--- src/design/ihex_pkg.sv ---
// Shared types and constants for the Intel HEX record loader.
// No dependencies.
`default_nettype none

package ihex_pkg;

    localparam int unsigned MEM_BYTES_DEFAULT = 32'd1048576;

    localparam logic [1:0] KIND_DATA  = 2'd0;
    localparam logic [1:0] KIND_START = 2'd1;
    localparam logic [1:0] KIND_ERROR = 2'd2;

    localparam logic [7:0] REC_DATA      = 8'h00;
    localparam logic [7:0] REC_EOF       = 8'h01;
    localparam logic [7:0] REC_SEGMENT   = 8'h02;
    localparam logic [7:0] REC_START_SEG = 8'h03;
    localparam logic [7:0] REC_LINEAR    = 8'h04;
    localparam logic [7:0] REC_START_LIN = 8'h05;

    typedef struct packed {
        logic [1:0]  kind;
        logic [31:0] address;
        logic [7:0]  data;
        logic        in_range;
    } result_t;

endpackage

`default_nettype wire

--- src/design/ihex_parser.sv ---
// Record parser: one character per cycle while accept is high, state update and result build.
// Depends on ihex_pkg.
`default_nettype none

module ihex_parser #(
    parameter int unsigned MEM_BYTES = ihex_pkg::MEM_BYTES_DEFAULT
) (
    input  wire logic            clk,
    input  wire logic            rst_n,
    input  wire logic            accept,
    input  wire logic [7:0]      char_in,
    output ihex_pkg::result_t    result,
    output logic                 emit
);

    localparam logic [32:0] MemLimit = 33'(MEM_BYTES);

    localparam logic [3:0] PH_WAIT  = 4'd0;
    localparam logic [3:0] PH_CNT_H = 4'd1;
    localparam logic [3:0] PH_CNT_L = 4'd2;
    localparam logic [3:0] PH_OFF_0 = 4'd3;
    localparam logic [3:0] PH_OFF_1 = 4'd4;
    localparam logic [3:0] PH_OFF_2 = 4'd5;
    localparam logic [3:0] PH_OFF_3 = 4'd6;
    localparam logic [3:0] PH_TYP_H = 4'd7;
    localparam logic [3:0] PH_TYP_L = 4'd8;
    localparam logic [3:0] PH_DAT_H = 4'd9;
    localparam logic [3:0] PH_DAT_L = 4'd10;

    localparam logic [7:0] COLON = 8'h3a;

    logic [3:0]  phase_reg, phase_next;
    logic [3:0]  nibble_reg, nibble_next;
    logic [7:0]  count_reg, count_next;
    logic [15:0] offset_reg, offset_next;
    logic [7:0]  type_reg, type_next;
    logic [31:0] accum_reg, accum_next;
    logic [7:0]  index_reg, index_next;
    logic [19:0] seg_reg, seg_next;
    logic [15:0] lin_reg, lin_next;
    logic [31:0] base_reg, base_next;

    logic        is_hex;
    logic [3:0]  digit;
    logic        finish;
    logic [7:0]  byte_val;
    logic [31:0] addr;

    always_comb
    begin
        is_hex = 1'b1;
        digit  = 4'd0;
        if (char_in >= 8'h30 && char_in <= 8'h39)
        begin
            digit = char_in[3:0];
        end
        else if ((char_in >= 8'h41 && char_in <= 8'h46) ||
                 (char_in >= 8'h61 && char_in <= 8'h66))
        begin
            digit = 4'(char_in[3:0] + 4'd9);
        end
        else
        begin
            is_hex = 1'b0;
        end
    end

    assign byte_val = {nibble_reg, digit};
    assign addr     = base_reg + {16'd0, offset_reg} + {24'd0, index_reg};

    always_comb
    begin
        phase_next  = phase_reg;
        nibble_next = nibble_reg;
        count_next  = count_reg;
        offset_next = offset_reg;
        type_next   = type_reg;
        accum_next  = accum_reg;
        index_next  = index_reg;
        seg_next    = seg_reg;
        lin_next    = lin_reg;
        finish      = 1'b0;
        emit        = 1'b0;
        result      = '0;

        if (accept)
        begin
            if (phase_reg != PH_WAIT && !is_hex)
            begin
                emit        = 1'b1;
                result.kind = ihex_pkg::KIND_ERROR;
                phase_next  = PH_WAIT;
            end
            else if (phase_reg != PH_WAIT)
            begin
                unique case (phase_reg) inside
                    PH_CNT_H, PH_TYP_H, PH_DAT_H:
                    begin
                        nibble_next = digit;
                        phase_next  = 4'(phase_reg + 4'd1);
                    end
                    PH_CNT_L:
                    begin
                        count_next = byte_val;
                        phase_next = PH_OFF_0;
                    end
                    PH_OFF_0, PH_OFF_1, PH_OFF_2, PH_OFF_3:
                    begin
                        offset_next = {offset_reg[11:0], digit};
                        phase_next  = 4'(phase_reg + 4'd1);
                    end
                    PH_TYP_L:
                    begin
                        type_next = byte_val;
                        if (count_reg == 8'd0)
                            finish = 1'b1;
                        else
                            phase_next = PH_DAT_H;
                    end
                    PH_DAT_L:
                    begin
                        accum_next = {accum_reg[23:0], byte_val};
                        if (type_reg == ihex_pkg::REC_DATA)
                        begin
                            emit            = 1'b1;
                            result.kind     = ihex_pkg::KIND_DATA;
                            result.address  = addr;
                            result.data     = byte_val;
                            result.in_range = ({1'b0, addr} < MemLimit);
                        end
                        index_next = 8'(index_reg + 8'd1);
                        if (index_next == count_reg)
                            finish = 1'b1;
                        else
                            phase_next = PH_DAT_H;
                    end
                    default:
                    begin
                        phase_next = PH_WAIT;
                    end
                endcase
            end

            if (finish)
            begin
                phase_next = PH_WAIT;
                case (type_next)
                    ihex_pkg::REC_SEGMENT:
                    begin
                        seg_next = {accum_next[15:0], 4'd0};
                    end
                    ihex_pkg::REC_START_SEG:
                    begin
                        emit           = 1'b1;
                        result.kind    = ihex_pkg::KIND_START;
                        result.address = {12'd0, accum_next[31:16], 4'd0}
                                       + {16'd0, accum_next[15:0]};
                    end
                    ihex_pkg::REC_LINEAR:
                    begin
                        lin_next = accum_next[15:0];
                        seg_next = 20'd0;
                    end
                    ihex_pkg::REC_START_LIN:
                    begin
                        emit           = 1'b1;
                        result.kind    = ihex_pkg::KIND_START;
                        result.address = accum_next;
                    end
                    default:
                    begin
                    end
                endcase
            end

            // a colon opens a record, also one that breaks the current one
            if (char_in == COLON)
            begin
                phase_next  = PH_CNT_H;
                nibble_next = 4'd0;
                count_next  = 8'd0;
                offset_next = 16'd0;
                type_next   = 8'd0;
                accum_next  = 32'd0;
                index_next  = 8'd0;
            end
        end
    end

    assign base_next = {12'd0, seg_next} + {lin_next, 16'd0};

    always_ff @(posedge clk or negedge rst_n)
    begin
        if (!rst_n)
        begin
            phase_reg  <= PH_WAIT;
            nibble_reg <= '0;
            count_reg  <= '0;
            offset_reg <= '0;
            type_reg   <= '0;
            accum_reg  <= '0;
            index_reg  <= '0;
            seg_reg    <= '0;
            lin_reg    <= '0;
            base_reg   <= '0;
        end
        else
        begin
            phase_reg  <= phase_next;
            nibble_reg <= nibble_next;
            count_reg  <= count_next;
            offset_reg <= offset_next;
            type_reg   <= type_next;
            accum_reg  <= accum_next;
            index_reg  <= index_next;
            seg_reg    <= seg_next;
            lin_reg    <= lin_next;
            base_reg   <= base_next;
        end
    end

endmodule

`default_nettype wire

--- src/design/ihex_out_queue.sv ---
// Two-entry result queue between the parser and the output channel.
// Depends on ihex_pkg.
`default_nettype none

module ihex_out_queue (
    input  wire logic              clk,
    input  wire logic              rst_n,
    input  wire logic              push,
    input  ihex_pkg::result_t      push_data,
    output logic                   full,
    output logic                   head_valid,
    input  wire logic              head_stall,
    output ihex_pkg::result_t      head
);

    logic [1:0]        count_reg, count_next;
    ihex_pkg::result_t slot0_reg, slot0_next;
    ihex_pkg::result_t slot1_reg, slot1_next;
    logic              pop;

    assign full       = (count_reg == 2'd2);
    assign head_valid = (count_reg != 2'd0);
    assign head       = slot0_reg;
    assign pop        = head_valid && !head_stall;

    always_comb
    begin
        count_next = count_reg;
        slot0_next = slot0_reg;
        slot1_next = slot1_reg;
        if (pop)
        begin
            slot0_next = slot1_reg;
        end
        if (push)
        begin
            if (count_reg == 2'd0 || (pop && count_reg == 2'd1))
                slot0_next = push_data;
            else
                slot1_next = push_data;
        end
        count_next = 2'(count_reg + {1'b0, push} - {1'b0, pop});
    end

    always_ff @(posedge clk or negedge rst_n)
    begin
        if (!rst_n)
            count_reg <= 2'd0;
        else
            count_reg <= count_next;
    end

    always_ff @(posedge clk)
    begin
        slot0_reg <= slot0_next;
        slot1_reg <= slot1_next;
    end

endmodule

`default_nettype wire

--- src/design/intel_hex_record_loader.sv ---
// Intel HEX record loader top level: parser plus output queue.
// Depends on ihex_pkg, ihex_parser, ihex_out_queue.
`default_nettype none

// Takes one character per clock and gives at most one result per character:
// a data byte write, a start address, or an error for an abandoned record.
// Each character is parsed in the cycle it is accepted; its result is registered into a
// two-entry queue and appears on the result channel once any result ahead of it is taken.
// char_stall rises only while both queue entries wait to be taken.

module intel_hex_record_loader #(
    parameter int unsigned MEM_BYTES = ihex_pkg::MEM_BYTES_DEFAULT
) (
    input  wire logic        clk,
    input  wire logic        rst_n,
    input  wire logic        char_valid,
    output logic             char_stall,
    input  wire logic [7:0]  char_in,
    output logic             result_valid,
    input  wire logic        result_stall,
    output logic [1:0]       kind,
    output logic [31:0]      address,
    output logic [7:0]       data,
    output logic             in_range
);

    ihex_pkg::result_t parsed;
    ihex_pkg::result_t head;
    logic              emit;
    logic              full;
    logic              accept;

    assign accept     = char_valid && !full;
    assign char_stall = full;

    ihex_parser #(
        .MEM_BYTES (MEM_BYTES)
    ) u_parser (
        .clk     (clk),
        .rst_n   (rst_n),
        .accept  (accept),
        .char_in (char_in),
        .result  (parsed),
        .emit    (emit)
    );

    ihex_out_queue u_queue (
        .clk        (clk),
        .rst_n      (rst_n),
        .push       (emit),
        .push_data  (parsed),
        .full       (full),
        .head_valid (result_valid),
        .head_stall (result_stall),
        .head       (head)
    );

    assign kind     = head.kind;
    assign address  = head.address;
    assign data     = head.data;
    assign in_range = head.in_range;

endmodule

`default_nettype wire

--- config.mk ---
export PLATFORM = sky130hd
export DESIGN_NAME = intel_hex_record_loader
export DESIGN_NICKNAME = d
export VERILOG_FILES = /design/src/design/ihex_pkg.sv /design/src/design/ihex_parser.sv /design/src/design/ihex_out_queue.sv /design/src/design/intel_hex_record_loader.sv
export SDC_FILE = /design/constraint.sdc
export NUM_CORES = 1
export LEC_CHECK = 0
export BUFFER_PORTS_ARGS = -buffer_cell sky130_fd_sc_hd__buf_2
export CAP_MARGIN = 40
export CELL_PAD_IN_SITES_DETAIL_PLACEMENT = 0
export CELL_PAD_IN_SITES_GLOBAL_PLACEMENT = 2
export CORE_ASPECT_RATIO = 1.25
export CORE_UTILIZATION = 42
export CTS_CLUSTER_DIAMETER = 80
export DETAILED_ROUTE_END_ITERATION = 8
export GPL_ROUTABILITY_DRIVEN = 0
export PLACE_DENSITY = 0.88
export SYNTH_ARGS = -nofsm -noshare
export SYNTH_HDL_FRONTEND = slang
export SYNTH_SLANG_ARGS = --single-unit
--- constraint.sdc ---
create_clock -name clk -period 15.36 [get_ports clk]
set_clock_uncertainty 0.05 [all_clocks]
set_input_delay 3.072 -clock clk [delete_from_list [all_inputs] [get_ports clk]]
set_output_delay 3.072 -clock clk [all_outputs]
set_load 0.02 [all_outputs]
[Yosys cells after proc, flatten, opt, wreduce, memory -nomap -nowiden]
Index checks and enable logic that the tools add are counted.
Word-level totals
  bits in registers: 236
  input bits: 12
  output and inout bits: 45
  word-level logic and storage cells: 157
Operators by class
  add/subtract/negate cells: 9
  order comparisons: 7
  equality and inequality tests: 21
  muxes and demuxes: 67
  bitwise gates (word level): 1
  reductions and logical operators: 33
Operators with widths (count)
  43-bit 2-to-1 mux: 6
  32-bit 2-to-1 mux: 5
  16-bit 2-to-1 mux: 7
  8-bit 2-to-1 mux: 13
  41-bit 2-to-1 mux: 2
  34-bit one-hot mux with 2 select lines: 1
  4-bit 2-to-1 mux: 12
  20-bit 2-to-1 mux: 2
  20-bit one-hot mux with 2 select lines: 1
  34-bit 2-to-1 mux: 1
  20-bit by 32-bit adder with 32-bit output: 1
  32-bit by 16-bit adder with 32-bit output: 1
  32-bit by 8-bit adder with 32-bit output: 1
  32-bit by 21-bit < comparator with 1-bit output, second input constant: 1
  20-bit by 16-bit adder with 21-bit output: 1
  4-bit AND reduction: 5
  4-bit by 3-bit == test with 1-bit output, second input constant: 4
  8-bit by 2-bit == test with 1-bit output, second input constant: 2
  8-bit by 3-bit == test with 1-bit output, second input constant: 2
  8-bit by 7-bit >= comparator with 1-bit output, second input constant: 2
  8-bit by 7-bit <= comparator with 1-bit output, second input constant: 2
  8-bit zero test: 2
  4-bit one-hot mux with 4 select lines: 1
  1-bit 2-to-1 mux: 14
  30 further kinds: 49

[Depth between registers and ports, before layout]
  word-level depth: 16
  gate-level depth with buffers: 21
  depth with buffers taken out: 18

[By module]
From an unflattened synthesis, not the netlist that was laid out.
Unflattened totals
  cell total of the unflattened synthesis: 1309
  area total of the unflattened synthesis: 12972.4 um^2
Modules (own cells, without submodules)
  ihex_parser: instances 1, cells each 1057, area an instance 9027.4 um^2, sequential area each 3203.1 um^2
  ihex_out_queue: instances 1, cells each 251, area an instance 3931.3 um^2, sequential area each 2202.1 um^2
  intel_hex_record_loader: instances 1, cells each 1, area an instance 13.8 um^2, sequential area each 0.0 um^2

[Worst setup path before layout]
No wires, ideal clock.
  path kind: input port to flip-flop
  from: input port char_in[0]
  to: register u_queue.slot1_reg[0] (netlist bit) (enable)
  library setup time: 0.497 ns
  data arrival time: 8.572 ns
  data required time: 14.813 ns
  setup slack: 6.241 ns
  stages: 12
  buffers on the path: 2
  cell sequence: clkbuf_1 > inv_1 > ha_1 > o21bai_1 > a21oi_1 > nor2_2 > nor4_1 > a21oi_1 > nor2_1 > clkbuf_1 > nor2_1 > nor3_1
On the way
  cells in the longest elaborated chain, start to end: 15
  elaborated cells between the ends (all ways): 31
  those cells by class: 1 x add/sub; 6 x order compare; 2 x eq/ne; 14 x mux; 8 x reduce/logical
Ends and longest elaborated chain
  from (decl): RTL line intel_hex_record_loader.sv:18  | input wire logic [7:0] char_in,
  8-bit by 7-bit >= comparator with 1-bit output (tied with other cells): RTL line ihex_parser.sv:57  | else if ((char_in >= 8'h41 && char_in <= 8'h46) ||
  1-bit logical AND (on tied branches): RTL line ihex_parser.sv:57, ihex_parser.sv:58
  1-bit logical OR: RTL line ihex_parser.sv:57
  4-bit 2-to-1 mux / 1-bit 2-to-1 mux (equally long branches): RTL line ihex_parser.sv:57
  4-bit 2-to-1 mux / 1-bit 2-to-1 mux (equally long branches): RTL line ihex_parser.sv:53  | if (char_in >= 8'h30 && char_in <= 8'h39)
  8-bit 2-to-1 mux / 1-bit zero test (equally long branches): RTL line ihex_parser.sv:96, ihex_parser.sv:88
  8-bit 2-to-1 mux / 1-bit logical AND (equally long branches): RTL line ihex_parser.sv:94, ihex_parser.sv:88
  8-bit 2-to-1 mux: RTL line ihex_parser.sv:88  | if (phase_reg != PH_WAIT && !is_hex)
  8-bit 2-to-1 mux: RTL line ihex_parser.sv:86  | if (accept)
  8-bit by 2-bit == test with 1-bit output / 8-bit by 3-bit == test with 1-bit output (equally long branches): RTL line ihex_parser.sv:147  | case (type_next)
  2-bit OR reduction (no source line)
  1-bit 2-to-1 mux: RTL line ihex_parser.sv:147
  1-bit 2-to-1 mux *: RTL line ihex_parser.sv:144  | if (finish)
  1-bit 2-to-1 mux *: RTL line ihex_parser.sv:86
  2-bit AND reduction (no source line) *
  to (signal assigned): RTL line ihex_out_queue.sv:56  | slot1_reg <= slot1_next;
  to (decl): RTL line ihex_out_queue.sv:18  | ihex_pkg::result_t slot1_reg, slot1_next;
Every way passes the cells marked *; elsewhere a longest branch is shown, timed or not. The select of a mux whose other input is x is not followed.
A chain may end at the register's enable or synchronous reset.

==> flow_summary.yaml <==
hold_path:
  min_to: "u_queue.head[4]$_DFF_P_"
  hold_class: "reg -> reg"
  hold_depth: 2
  holdCritStartpoint: "u_queue.head[4]$_DFF_P_"
power_and_ir_drop:
  p_leak_nw: 6.652
  peakVddDrop_v: 0.00009628
  power_density_nw_per_um2: 127.1
die:
  fp-row-count: 71
  die_w_um: 159.3
  core_um2: 30290
  io_pins: 57
  initial_core_util_pct: 42.89
  fp.dieH_um: 198.6
  dieArea_um2: 31650
grt:
  grt_pass1_vias: 10810
  antenna_found_initial: 0
  overflow: 0
  grt_pass1_wl_um: 62930
  grt_usage_pct: 25.58
  grt_max_degree: 69
yosys:
  synth_seq_cells: 216
  syn_area_um2: 12990
  synth_area_leaders: "dfrtp_1 25%, edfxtp_1 9.9%, nand2_1 7.3%"
  synth.most_common_cell: "nand2_1"
  yosysWarnings: 0
  syn_area_per_cell_um2: 8.779
  synthArstFlopShare_pct: 60.19
  synth_fa_ha_area_share_pct: 6.221
  synth-xor-area-share_pct: 4.314
  synthSimpleGateAreaFrac_pct: 20.84
  yosys.area.top_type_share_pct: 25.04
  synth_nets: 1553
  synth_area_leader_cell: "dfrtp_1"
  ys.flop_type: "dfrtp_1"
  synth-edff-count: 43
  synth_mux_area_share_pct: 5.094
  post_synth_inst_count: 1480
  synth_compound_area_share_pct: 17.96
  synth_common_cells: "252 x nand2_1, 130 x dfrtp_1, 128 x o21ai_0, 103 x nor2_1, 85 x a21oi_1"
  netlist-cell-type-count: 81
  yosysSeqAreaShare_pct: 41.60
  synth_top_family_by_area: "simple AND/OR/NAND/NOR gates"
clocking:
  ctsHoldBuffers: 0
  cts_buffers: 24
  cts_setup_buffers: 0
  tritoncts: "yes"
  clkTransAtPathRegs_ps: 60
  cts_resized: 0
  h-tree-depth: 1
  clk_root_buffer_cell: "clkbuf_16"
  clock_latency_ps: 540
  clockBufferDepth: 3
  clock-sinks: 216
placement:
  dpl.cell_count: 1894
  hpwl_um: 29510
  numPortBuffers: 56
  place_ws_ps: 6917
timing:
  max_freq_mhz: 124.3
  slew_viol_final: 0
  hold_viol: 0
  relSlewSlack_pct: 39.89
  worst_slew_pin_slew_ps: 876.6
  setup_violations: 0
  rsz0062_at_grt: "no"
  post-route-period-util_pct: 52.38
  fin_crit_ps: 8046
  fin_setup_tns_ps: 0
  whs_ps: 422.3
  setup_ws_ps: 7314
routing:
  avgRoutedWirePerCell_um: 20.66
  viasPerCell: 5.760
  drt_iter0_drc: 975
  ant_nets: 0
  first_pass_iters: 6
  post-route-drc-count: 0
  routed_wl_um: 40010
  num_vias: 11160
setup_path:
  cp.arrival_ps: 8250
  r2r_start: "u_parser.phase_reg[0]$_DFFE_PN0P_"
  critPathMaxFanout: 22
  end_kind: "register"
  worstReg2RegEnd: "u_queue.slot1_reg[27]$_DFFE_PP_"
  worst-r2r-cell-count: 18
  startpoint_type: "primary input"
  worstSetupPathType: "in -> reg"
  reg2reg_setup_slack_ps: 9790
  cp.required_ps: 15560
job:
  cap_violations: 0
layout:
  area_delta_synth_final_pct: 12.33
  n_antenna_cell: 0
  drive_gt1_share_pct: 10.94
  utilization_pct: 48.18
  fillers: 2903
  final_nets: 1592
  final_cells: 1937
outcome:
  outcome: "finished clean"
## kinds of logic after synthesis
group | Yosys count
simple gates | 569
compound gates | 371
flops | 216
buf+inv | 135
xor+xnor | 64
mux | 64
fa+ha+maj | 61
## cell usage in the layout, fill, tap and decap left out, drive strengths merged, types with 17 or more instances in the layout
master,n
nor3,27
dfxtp,43
edfxtp,43
nand4,19
mux2i,47
buf,89
mux2,17
and3,40
dfrtp,130
a21oi,87
ha,55
nor2,104
nand3,28
xor2,28
a31oi,18
nand2,252
clkbuf,36
o21ai,131
inv,58
xnor2,36
## layer usage
metal  global-route usage (%)  wire length (µm)  vias up
met1                    33.29             17710     5419
li1                         -                 -     5369
met2                    43.62             18950      299
met4                    10.36              1460        0
met5                        0                 0        -
met3                    2.627              1890       71
## power breakdown
group          leakage [nW]  internal [mW]  switching, mW
sequential             2.56          0.692         0.0566
clock                 0.385          0.358          0.233
combinational          3.71          0.175          0.339
## cell type report
class	instances	area [µm²]	share of cell area [%]
Inverter	59	221.5	1.517
Sequential cell	216	5405	37.04
Clock buffer	36	686.9	4.707
Multi-Input combinational cell	1129	7104	48.68
Clock inverter	7	111.4	0.7630
Tap cell	401	501.7	3.438
Timing Repair Buffer	89	563.0	3.858
## critical path, stage by stage
cell and delay, ps:
buf_2 170, inv_1 160, ha_1 270, nor3b_1 430, nor4_1 90, buf_4 190, nor2_2 100, buf_4 330
mux2i_1 460, inv_1 150, ha_1 380, a2111o_1 450, or3b_2 440, nor3_1 330, o31ai_1 160, a31oi_1 270
nor3_1 100, xnor2_1 130, a222oi_1 470, nor2_1 70
## per-stage QoR
step           total power, mW  area [µm²]
2_1_floorplan            1.088       12990
3_3_place_gp             1.267       13690
3_5_place_dp             1.278       13800
4_1_cts                  1.873       14590
5_1_grt                  1.956       14590
6_report                 1.854       14590
## worst max-delay path by stage
stage	start	end	slack [ps]
final	char_in[0]	u_queue.slot1_reg[27]$_DFFE_PP_	7310
after floorplan	char_in[0]	u_queue.slot1_reg[0]$_DFFE_PP_	6240
after detailed placement	char_in[0]	u_queue.slot1_reg[27]$_DFFE_PP_	6920
after CTS	char_in[0]	u_queue.slot1_reg[27]$_DFFE_PP_	7440
after global routing	char_in[0]	u_parser.base_reg[21]$_DFF_PN0_	7050
after global placement	char_in[0]	u_queue.slot1_reg[27]$_DFFE_PP_	6940
(Power assumes the default switching activity.)
